==> config.mk <==
export PLATFORM = sky130hd
export DESIGN_NAME = sosw_ctrl
export DESIGN_NICKNAME = d
export VERILOG_FILES = /design/src/rtl/sosw_pkg.sv /design/src/rtl/sosw_ctrl.sv
export SDC_FILE = /design/constraint.sdc
export NUM_CORES = 1
export LEC_CHECK = 0
export BUFFER_PORTS_ARGS = -buffer_cell sky130_fd_sc_hd__clkbuf_2
export CORE_UTILIZATION = 40
export DETAILED_ROUTE_END_ITERATION = 16
export SKIP_CTS_REPAIR_TIMING = 1
export SKIP_LAST_GASP = 1
export SYNTH_ARGS = -nofsm -noshare
export SYNTH_HDL_FRONTEND = slang
export SYNTH_SLANG_ARGS = --single-unit
==> constraint.sdc <==
create_clock -name clk -period 1.9 [get_ports clk]
set_input_delay 0.19 -clock clk [delete_from_list [all_inputs] [get_ports clk]]
set_output_delay 0.19 -clock clk [all_outputs]
set_load 0.1 [all_outputs]
==> src/rtl/sosw_pkg.sv <==
// Shared types, codes and constant tables for the sum-of-sines wave height block.
// Used by sosw_ctrl, sosw_datapath and sum_of_sines_wave_height; no dependencies.
package sosw_pkg;

	localparam int NUM_WAVES = 6;
	localparam int SINE_TABLE_BITS_DEF = 10;
	localparam int EVAL_STEPS = 13;
	localparam int SQRT_STEPS = 30;
	localparam int DIV_STEPS = 16;
	localparam logic [15:0] EPS_Q16 = 16'd6554;
	localparam logic [15:0] SCALE_RESET = 16'd256;
	localparam logic [31:0] QUARTER_TURN = 32'h4000_0000;

	localparam logic [1:0] CMD_TICK = 2'd0;
	localparam logic [1:0] CMD_HEIGHT = 2'd1;
	localparam logic [1:0] CMD_NORMAL = 2'd2;

	localparam logic [15:0] TICK_GAIN [NUM_WAVES] =
		'{16'd12516, 16'd15646, 16'd22947, 16'd18775, 16'd31291, 16'd43808};
	localparam logic [21:0] GAIN_X [NUM_WAVES] =
		'{22'd53404, 22'd106807, 22'd267018, 22'd480632, 22'd1201580, 22'd2136141};
	localparam logic [21:0] GAIN_Z [NUM_WAVES] =
		'{22'd42723, 22'd85446, 22'd213614, 22'd384505, 22'd961264, 22'd1708913};
	localparam logic [15:0] AMP_Q16 [NUM_WAVES] =
		'{16'd52429, 16'd32768, 16'd13107, 16'd9830, 16'd3277, 16'd1311};

	typedef enum logic [4:0] {
		OP_NOP, OP_LOAD, OP_TICK, OP_HSTART, OP_PH, OP_X2, OP_R1, OP_R2, OP_R3,
		OP_SC, OP_AMP, OP_TERM, OP_HEND, OP_SQA, OP_SQB, OP_SQ, OP_DIVI, OP_DIV,
		OP_DIVE, OP_PUB
	} op_t;

	typedef struct packed {
		op_t        op;
		logic [2:0] comp;
		logic       sel;
		logic [1:0] samp;
		logic [1:0] nsel;
		logic       normal;
	} ctl_cmd_t;

	typedef struct packed {
		logic [1:0]         command;
		logic [15:0]        time_step;
		logic signed [31:0] pos_x;
		logic signed [31:0] pos_z;
	} in_beat_t;

	typedef struct packed {
		logic               result_kind;
		logic signed [31:0] wave_height;
		logic signed [15:0] normal_x;
		logic signed [15:0] normal_y;
		logic signed [15:0] normal_z;
	} out_beat_t;

endpackage

==> src/rtl/sosw_ctrl.sv <==
// Sequencer for the wave height block: walks ticks, height sums, root and divides.
// Depends on sosw_pkg; drives sosw_datapath through ctl_cmd_t.
module sosw_ctrl
	import sosw_pkg::*;
(
	input  logic       clk,
	input  logic       arst_n,
	input  logic       in_valid,
	input  logic [1:0] in_command,
	output logic       in_ready,
	output logic       out_valid,
	input  logic       out_ready,
	output ctl_cmd_t   cmd
);

	typedef enum logic [3:0] {
		S_IDLE, S_TICK, S_HSTART, S_EVAL, S_HEND, S_SQA, S_SQB, S_SQ,
		S_DIVI, S_DIV, S_DIVE, S_PUB
	} state_t;

	state_t     state_q;
	logic [4:0] cnt_q;
	logic [2:0] comp_q;
	logic [1:0] samp_q;
	logic [1:0] nsel_q;
	logic       normal_q;
	logic       out_valid_q;
	logic       pub_fire;

	assign in_ready = (state_q == S_IDLE);
	assign out_valid = out_valid_q;
	assign pub_fire = (state_q == S_PUB) && (!out_valid_q || out_ready);

	always_comb begin
		cmd.op = OP_NOP;
		cmd.comp = comp_q;
		cmd.sel = (cnt_q >= 5'd5);
		cmd.samp = samp_q;
		cmd.nsel = nsel_q;
		cmd.normal = normal_q;
		unique case (state_q)
			S_IDLE:   if (in_valid) cmd.op = OP_LOAD;
			S_TICK:   cmd.op = OP_TICK;
			S_HSTART: cmd.op = OP_HSTART;
			S_EVAL: begin
				case (cnt_q) inside
					5'd0, 5'd5:  cmd.op = OP_PH;
					5'd1, 5'd6:  cmd.op = OP_X2;
					5'd2, 5'd7:  cmd.op = OP_R1;
					5'd3, 5'd8:  cmd.op = OP_R2;
					5'd4, 5'd9:  cmd.op = OP_R3;
					5'd10:       cmd.op = OP_SC;
					5'd11:       cmd.op = OP_AMP;
					default:     cmd.op = OP_TERM;
				endcase
			end
			S_HEND:   cmd.op = OP_HEND;
			S_SQA:    cmd.op = OP_SQA;
			S_SQB:    cmd.op = OP_SQB;
			S_SQ:     cmd.op = OP_SQ;
			S_DIVI:   cmd.op = OP_DIVI;
			S_DIV:    cmd.op = OP_DIV;
			S_DIVE:   cmd.op = OP_DIVE;
			S_PUB:    if (pub_fire) cmd.op = OP_PUB;
			default:  cmd.op = OP_NOP;
		endcase
	end

	always_ff @(posedge clk or negedge arst_n) begin
		if (!arst_n) begin
			state_q <= S_IDLE;
			cnt_q <= '0;
			comp_q <= '0;
			samp_q <= '0;
			nsel_q <= '0;
			normal_q <= 1'b0;
			out_valid_q <= 1'b0;
		end else begin
			if (pub_fire) out_valid_q <= 1'b1;
			else if (out_ready) out_valid_q <= 1'b0;
			unique case (state_q)
				S_IDLE: begin
					comp_q <= '0;
					samp_q <= '0;
					cnt_q <= '0;
					if (in_valid) begin
						unique case (in_command)
							CMD_TICK: state_q <= S_TICK;
							CMD_HEIGHT: begin
								normal_q <= 1'b0;
								state_q <= S_HSTART;
							end
							CMD_NORMAL: begin
								normal_q <= 1'b1;
								state_q <= S_HSTART;
							end
							default: state_q <= S_IDLE;
						endcase
					end
				end
				S_TICK: begin
					if (comp_q == 3'(NUM_WAVES - 1)) state_q <= S_IDLE;
					else comp_q <= comp_q + 3'd1;
				end
				S_HSTART: begin
					comp_q <= '0;
					cnt_q <= '0;
					state_q <= S_EVAL;
				end
				S_EVAL: begin
					if (cnt_q == 5'(EVAL_STEPS - 1)) begin
						cnt_q <= '0;
						if (comp_q == 3'(NUM_WAVES - 1)) state_q <= S_HEND;
						else comp_q <= comp_q + 3'd1;
					end else begin
						cnt_q <= cnt_q + 5'd1;
					end
				end
				S_HEND: begin
					if (!normal_q) state_q <= S_PUB;
					else if (samp_q == 2'd2) state_q <= S_SQA;
					else begin
						samp_q <= samp_q + 2'd1;
						state_q <= S_HSTART;
					end
				end
				S_SQA: state_q <= S_SQB;
				S_SQB: begin
					cnt_q <= '0;
					state_q <= S_SQ;
				end
				S_SQ: begin
					if (cnt_q == 5'(SQRT_STEPS - 1)) begin
						nsel_q <= '0;
						state_q <= S_DIVI;
					end else begin
						cnt_q <= cnt_q + 5'd1;
					end
				end
				S_DIVI: begin
					cnt_q <= '0;
					state_q <= S_DIV;
				end
				S_DIV: begin
					if (cnt_q == 5'(DIV_STEPS - 1)) state_q <= S_DIVE;
					else cnt_q <= cnt_q + 5'd1;
				end
				S_DIVE: begin
					if (nsel_q == 2'd2) state_q <= S_PUB;
					else begin
						nsel_q <= nsel_q + 2'd1;
						state_q <= S_DIVI;
					end
				end
				S_PUB: if (pub_fire) state_q <= S_IDLE;
				default: state_q <= S_IDLE;
			endcase
		end
	end

endmodule

==> results.sh, run 1 <==
export IMPL_maxSlewHeadroom_pct=64.01
export IMPL_synthCells=199
export IMPL_vias_per_cell=5.549
export IMPL_cp_end_kind="primary output"
export IMPL_drtAntennaViolNets=0
export IMPL_skew_ns=0.009183
export IMPL_syn2layout_area_growth_pct=47.12
export IMPL_final_util_pct=62.77
export IMPL_die_area_um2=4280
export IMPL_path_max_fanout=4
export IMPL_hold_viol_final=0
export IMPL_wl_per_cell_um=15.02
export IMPL_cts_max_path_buffers=2
export IMPL_initial_utilization_pct=42.67
export IMPL_io_buffers=21
export IMPL_rsz0062_at_grt="yes"
export IMPL_ys_seq_area_share_pct=27.99
export IMPL_yosys_warnings=0
export IMPL_critPathKind="register to primary output"
export IMPL_finalSetupViolations=11
export IMPL_numClockSinks=18
export IMPL_syn_area_um2=1609
export IMPL_setup_ws_ns=-0.4006
export IMPL_crit_buf_inv=3
export IMPL_cp_slowest_cell="or4b_4"
export IMPL_gp_congestion=0.7885
export IMPL_hpwl_um=3321
export IMPL_die_w_um=65.43
export IMPL_clk_pin_slew_ns=0.08
export IMPL_hp_start="out_ready"
export IMPL_hold_class="input port to register"
export IMPL_synth_nets=216
export IMPL_crit_chain="buf_4, ha_4, inv_1, o22ai_1, and2_4, or4b_4, nand2_8, buf_12"
export IMPL_worstReg2RegEnd="cnt_q[2]"
export IMPL_totalWireLength_um=4460
export IMPL_grt_max_degree=19
export IMPL_crit_required_ns=1.71
export IMPL_cpPeakStageDelay_ns=0.52
export IMPL_whs_ns=0.3097
export IMPL_synth_top_area_cell="dfrtp_1"
export IMPL_num_vias=1648
export IMPL_n_antenna_cell=0
export IMPL_clock_latency_ns=0.26
export IMPL_hold_depth=3
export IMPL_power_leakage_nw=1.001
export IMPL_root_buffer="clkbuf_8"
export IMPL_power_density_nw_per_um2=310.7
export IMPL_cp_start_kind="register"
export IMPL_rrSetupSlack_ns=-0.30
export IMPL_fp_coreArea_um2=3771
export IMPL_grtUsageTotal_pct=22.47
export IMPL_syn_area_per_cell_um2=8.086
export IMPL_first_global_vias=1595
export IMPL_r2r_cells=9
export IMPL_status="finished, violations left"
export IMPL_timing_final_crit_share_pct=121.1
export IMPL_gr_total_overflow=0
export IMPL_ys_flop_type="dfrtp_1"
export IMPL_cts_max_level=1
export IMPL_failed_checks="negative setup slack"
export IMPL_dieHeight_um=65.43
export IMPL_cts_tree="built"
export IMPL_layout_nets=267
export IMPL_ys_types=51
export IMPL_ios=22
export IMPL_synth_top_area_share_pct=27.99
export IMPL_timing_rr_start="cnt_q[0]"
export IMPL_hold_path_endpoint="out_valid"
export IMPL_grt_antenna_before_repair=0
export IMPL_rows=22
export IMPL_worstMarginPinSlew_ns=0.5422
export IMPL_numCtsBuffers=3
export IMPL_period_minus_slack_ns=2.301
export IMPL_crit_family="simple AND/OR/NAND/NOR gates"
export IMPL_async_flop_share_pct=100.0
export IMPL_ir_drop_uv=313.3
export IMPL_drt_initial_drc_count=91
export IMPL_tns_ns=-2.766
export IMPL_drt_pass1_iterations=4
export IMPL_synth_seq_cells=18
export IMPL_synth_area_leaders="dfrtp_1 (28%), ha_1 (8.6%), nand2_1 (5.8%), o21ai_0 (4.4%), inv_1 (3.5%)"
export IMPL_synth_edff_count=0
export IMPL_slew_violations=0
export IMPL_crit_arrival_ns=2.11
export IMPL_grt_pass1_wl_um=7417
export IMPL_max_freq_mhz=434.7
export IMPL_drv_max_cap_violation_count=0
export IMPL_drive_gt1_share_pct=42.57
export IMPL_post_route_drc_count=0
[worst max-delay path by stage]
stage	depth (start not counted)	start	slack, ns	to
final	8	cnt_q[0]	-0.40	cmd[12]
after global placement	8	cnt_q[1]	-0.13	cnt_q[2]
after CTS	8	cnt_q[1]	-0.48	cmd[12]
after global routing	8	cnt_q[1]	-0.46	cmd[12]
after detailed placement	8	cnt_q[1]	-0.18	cmd[12]
after floorplan	6	cnt_q[1]	-0.53	cmd[9]
[Yosys cell counts (all sizes together) (5+ instances only)]
master and number:
a21oi 10, nand3 6, inv 15, buf 10, o21ai 14, mux2i 5, nand2 25, nor3 7
nand2b 5, a31oi 5, ha 11, dfrtp 18, nor2 9, nor2b 6
[logic make-up (layout without fill, tap and decap cells)]
kind of cell / count (synthesis) / after routing / synth area share [%]
muxes: 8 / 8 / 5.210
AOI/OAI and AO/OA: 56 / 56 / 24.11
DFF: 18 / 18 / 27.99
and+or+nand+nor: 77 / 77 / 25.04
buffers and inverters: 29 / 79 / 9.097
adders and majority gates: 11 / 11 / 8.554
[worst reg2reg max path: cells and delay by family (launching register included)]
family | cells | cell delay (ns)
AND/OR/NAND/NOR | 3 | 0.51
buffers and inverters | 1 | 0.15
AO/OA/AOI/OAI | 3 | 0.66
flip-flops | 1 | 0.42
adder cells (fa/ha/maj) | 2 | 0.34
[per-layer routing]
layer  vias up  part of all wire, %  GRT usage (%)
met1       794                   44          27.36
met2        33                   52          39.95
met5         -                    0              0
met4         0                  1.2          6.250
met3         6                  2.6          4.167
li1        815                    -              -
[layout make-up]
cell class,count,area [um^2]
multi-input cells,152,1229
inverters,15,56.30
flip-flops and latches,18,469.2
clock buffers,4,55.05
repair buffers,60,498.0
well taps,48,60.06
fillers,318,1404
[cell usage in the layout (no fill, tap or decap), types with 3 or more instances in the layout]
cell type / Yosys / layout
o22ai_1: 3 / 3
buf_4: 3 / 36
a31oi_1: 5 / 4
nor2b_1: 6 / 6
a22o_1: 3 / 3
buf_12: 0 / 6
nand2b_1: 5 / 5
dfrtp_2: 0 / 9
ha_1: 11 / 5
mux2i_1: 5 / 5
and3_1: 3 / 3
nand2_1: 25 / 22
o21ai_1: 0 / 3
inv_1: 15 / 13
nor2_1: 9 / 8
dfrtp_1: 18 / 7
nand3_1: 6 / 6
clkbuf_8: 0 / 4
ha_2: 0 / 3
nor3_1: 7 / 5
clkbuf_2: 0 / 14
ha_4: 0 / 3
a21oi_1: 10 / 10
o21ai_0: 14 / 11
[state kept, by name (all words and copies together) (netlist names)]
signal / cells
cnt_q: 5
comp_q: 3
normal_q: 1
nsel_q: 2
out_valid: 1
samp_q: 2
state_q: 4
[through the flow]
stage                     instances  area [um^2]  setup WS, ns  power (W)
final                           297         2367       -0.4006  0.0007356
after global placement          289         2187       -0.1259  0.0004184
after CTS                       293         2242       -0.4756  0.0007426
after floorplan                 199         1760       -0.5291  0.0004038
after detailed placement        289         2187       -0.1832  0.0004201
after global routing            297         2367       -0.4560  0.0007577
[power breakdown]
part	internal [W]	switching, W	total [W]
clock network	0.000185	0.000138	0.000322
registers	0.000383	0.00000126	0.000385
logic	0.00000879	0.0000199	0.0000287
Power figures use the tool's default switching activity.
==> inputs of run 2 (changes only) <==
--- a/config.mk
+++ b/config.mk
@@ -7,6 +7,7 @@
 export LEC_CHECK = 0
 export BUFFER_PORTS_ARGS = -buffer_cell sky130_fd_sc_hd__clkbuf_2
 export CORE_UTILIZATION = 40
+export CTS_BUF_LIST = sky130_fd_sc_hd__clkbuf_16
 export DETAILED_ROUTE_END_ITERATION = 16
 export SKIP_CTS_REPAIR_TIMING = 1
 export SKIP_LAST_GASP = 1
==> run 2 against run 1 <==
- the flow still finishes with violations (negative setup slack)
- final cell count unchanged
- sequential cell count unchanged
- final area rose by 0.95%
- critical path depth unchanged
- count of clock-buffer cells in the layout decreased by 1
- sequential power barely moved
- clock skew is 0.0032 ns lower
- clock power is 34% higher
- hold slack improved by 0.015 ns
- die area stayed put
- global-route usage grew 0.065 points
- largest power group is now the clock network
- highest routed layer unchanged
==> results.sh, run 2 (synthesis gave the netlist of run 1 again) <==
export IMPL_top_register="cnt_q"
export IMPL_layout_nets=267
export IMPL_cp_start_kind="register"
export IMPL_place_ws_ns=-0.1832
export IMPL_skew_ns=0.005976
export IMPL_drt_initial_drc_count=74
export IMPL_grt_max_degree=19
export IMPL_cp_slowest_cell="or4b_4"
export IMPL_numClockSinks=18
export IMPL_n_antenna_cell=0
export IMPL_setup_worst_path_end="cmd[12]"
export IMPL_cpPeakStageDelay_ns=0.52
export IMPL_finalSetupViolations=11
export IMPL_largest_reg_flops=5
export IMPL_drtAntennaViolNets=0
export IMPL_max_freq_mhz=434.5
export IMPL_root_buffer="clkbuf_16"
export IMPL_crit_family="simple AND/OR/NAND/NOR gates"
export IMPL_multi_input_area_um2=1229
export IMPL_failed_checks="negative setup slack"
export IMPL_ios=22
export IMPL_io_buffers=21
export IMPL_clk_pin_slew_ns=0.06
export IMPL_ir_drop_uv=425.4
export IMPL_cts_tree="built"
export IMPL_wl_per_cell_um=15.08
export IMPL_drv_max_cap_violation_count=0
export IMPL_syn2layout_area_growth_pct=48.52
export IMPL_placed_cells=289
export IMPL_r2r_cells=9
export IMPL_rrSetupSlack_ns=-0.31
export IMPL_fp_coreArea_um2=3771
export IMPL_power_density_nw_per_um2=353.9
export IMPL_setup_ws_ns=-0.4016
export IMPL_crit_required_ns=1.71
export IMPL_totalWireLength_um=4480
export IMPL_dieHeight_um=65.43
export IMPL_power_leakage_nw=1.012
export IMPL_hold_class="input port to register"
export IMPL_worstMarginPinSlew_ns=0.5422
export IMPL_worstReg2RegEnd="cnt_q[2]"
export IMPL_path_max_fanout=4
export IMPL_postLayoutCellArea_um2=2390
export IMPL_cts_max_path_buffers=2
export IMPL_critPathKind="register to primary output"
export IMPL_grtUsageTotal_pct=22.53
export IMPL_tns_ns=-2.799
export IMPL_die_w_um=65.43
export IMPL_initial_utilization_pct=42.67
export IMPL_die_area_um2=4280
export IMPL_cts_max_level=1
export IMPL_cp_end_kind="primary output"
export IMPL_first_global_vias=1584
export IMPL_period_minus_slack_ns=2.302
export IMPL_hold_viol_final=0
export IMPL_grt_pass1_wl_um=7417
export IMPL_timing_final_crit_share_pct=121.1
export IMPL_crit_start="cnt_q[0]"
export IMPL_place_area_um2=2187
export IMPL_slew_violations=0
export IMPL_drt_pass1_iterations=4
export IMPL_hpwl_um=3321
export IMPL_final_cell_mix="buf_4 (36), nand2_1 (22), clkbuf_2 (14)"
export IMPL_rsz0062_at_grt="yes"
export IMPL_gp_congestion=0.7885
export IMPL_maxSlewHeadroom_pct=64.01
export IMPL_clock_latency_ns=0.25
export IMPL_post_route_drc_count=0
export IMPL_path_depth=8
export IMPL_crit_buf_inv=3
export IMPL_fill_cells=313
export IMPL_layout_commonest_cell="buf_4"
export IMPL_drive_gt1_share_pct=41.77
export IMPL_status="finished, violations left"
export IMPL_gr_total_overflow=0
export IMPL_rows=22
export IMPL_reg_top3="cnt_q x5, state_q x4, comp_q x3"
export IMPL_grt_antenna_before_repair=0
export IMPL_numCtsBuffers=3
export IMPL_num_vias=1673
export IMPL_crit_arrival_ns=2.11
export IMPL_timing_rr_start="cnt_q[0]"
export IMPL_vias_per_cell=5.633
export IMPL_crit_chain="buf_4, ha_4, inv_1, o22ai_1, and2_4, or4b_4, nand2_8, buf_12"
export IMPL_fin_cells=297
export IMPL_seqCellArea_um2=467.9
-- run 2: cell types whose count changed in the layout (fill, tap and decap cells not counted), sizes merged --
cell	before	now
clkbuf	18	17
clkinv	0	1
-- run 2: through the flow --
| stage | util [%] | hold WS (ns) | total power [W] |
|---|---|---|---|
| after floorplan | - | -0.1056 | 0.0004038 |
| after global placement | 58.00 | 0.1710 | 0.0004184 |
| after detailed placement | 58.00 | 0.1776 | 0.0004201 |
| after CTS | 60.09 | -0.09622 | 0.0008578 |
| after global routing | 63.37 | 0.3317 | 0.0008723 |
| final | 63.37 | 0.3247 | 0.0008458 |
-- run 2: routing by layer --
layer,up-vias,track usage [%],wire [um]
met2,31,39.30,2331
met5,-,0,0
met1,822,27.76,1952
met4,0,6.522,61
met3,6,4.514,134
li1,814,-,-
-- run 2: worst min-delay path by stage --
stage                  startpoint         end  slack (ns)  depth (start not counted)
floorplan                  arst_n    cnt_q[0]       -0.11                          0
global placement           arst_n  state_q[0]        0.17                          1
detailed placement         arst_n  state_q[0]        0.18                          1
CTS                        arst_n   out_valid        -0.1                          1
global route        in_command[1]    normal_q        0.33                          3
finish              in_command[1]    normal_q        0.32                          3
-- run 2: layout make-up --
| type | instances | share of cell area [%] |
|---|---|---|
| clock inverters | 1 | 0.1571 |
| flip-flops and latches | 18 | 19.58 |
| well taps | 48 | 2.513 |
| multi-input cells | 152 | 51.41 |
| inverters | 15 | 2.356 |
| clock buffers | 3 | 3.141 |
| repair buffers | 60 | 20.84 |
-- run 2: power by group --
part           switching (W)  internal, W  leakage (nW)
combinational      0.0000198   0.00000877         0.767
clock               0.000152     0.000280        0.0385
sequential        0.00000125     0.000384         0.206
-- run 2: worst register-to-register path, delay by kind of cell (launching register included) --
| kind | cells | cell delay [ns] |
|---|---|---|
| adders and majority gates | 2 | 0.35 |
| and+or+nand+nor | 3 | 0.51 |
| AOI/OAI and AO/OA | 3 | 0.66 |
| buffers and inverters | 1 | 0.15 |
| DFF | 1 | 0.42 |
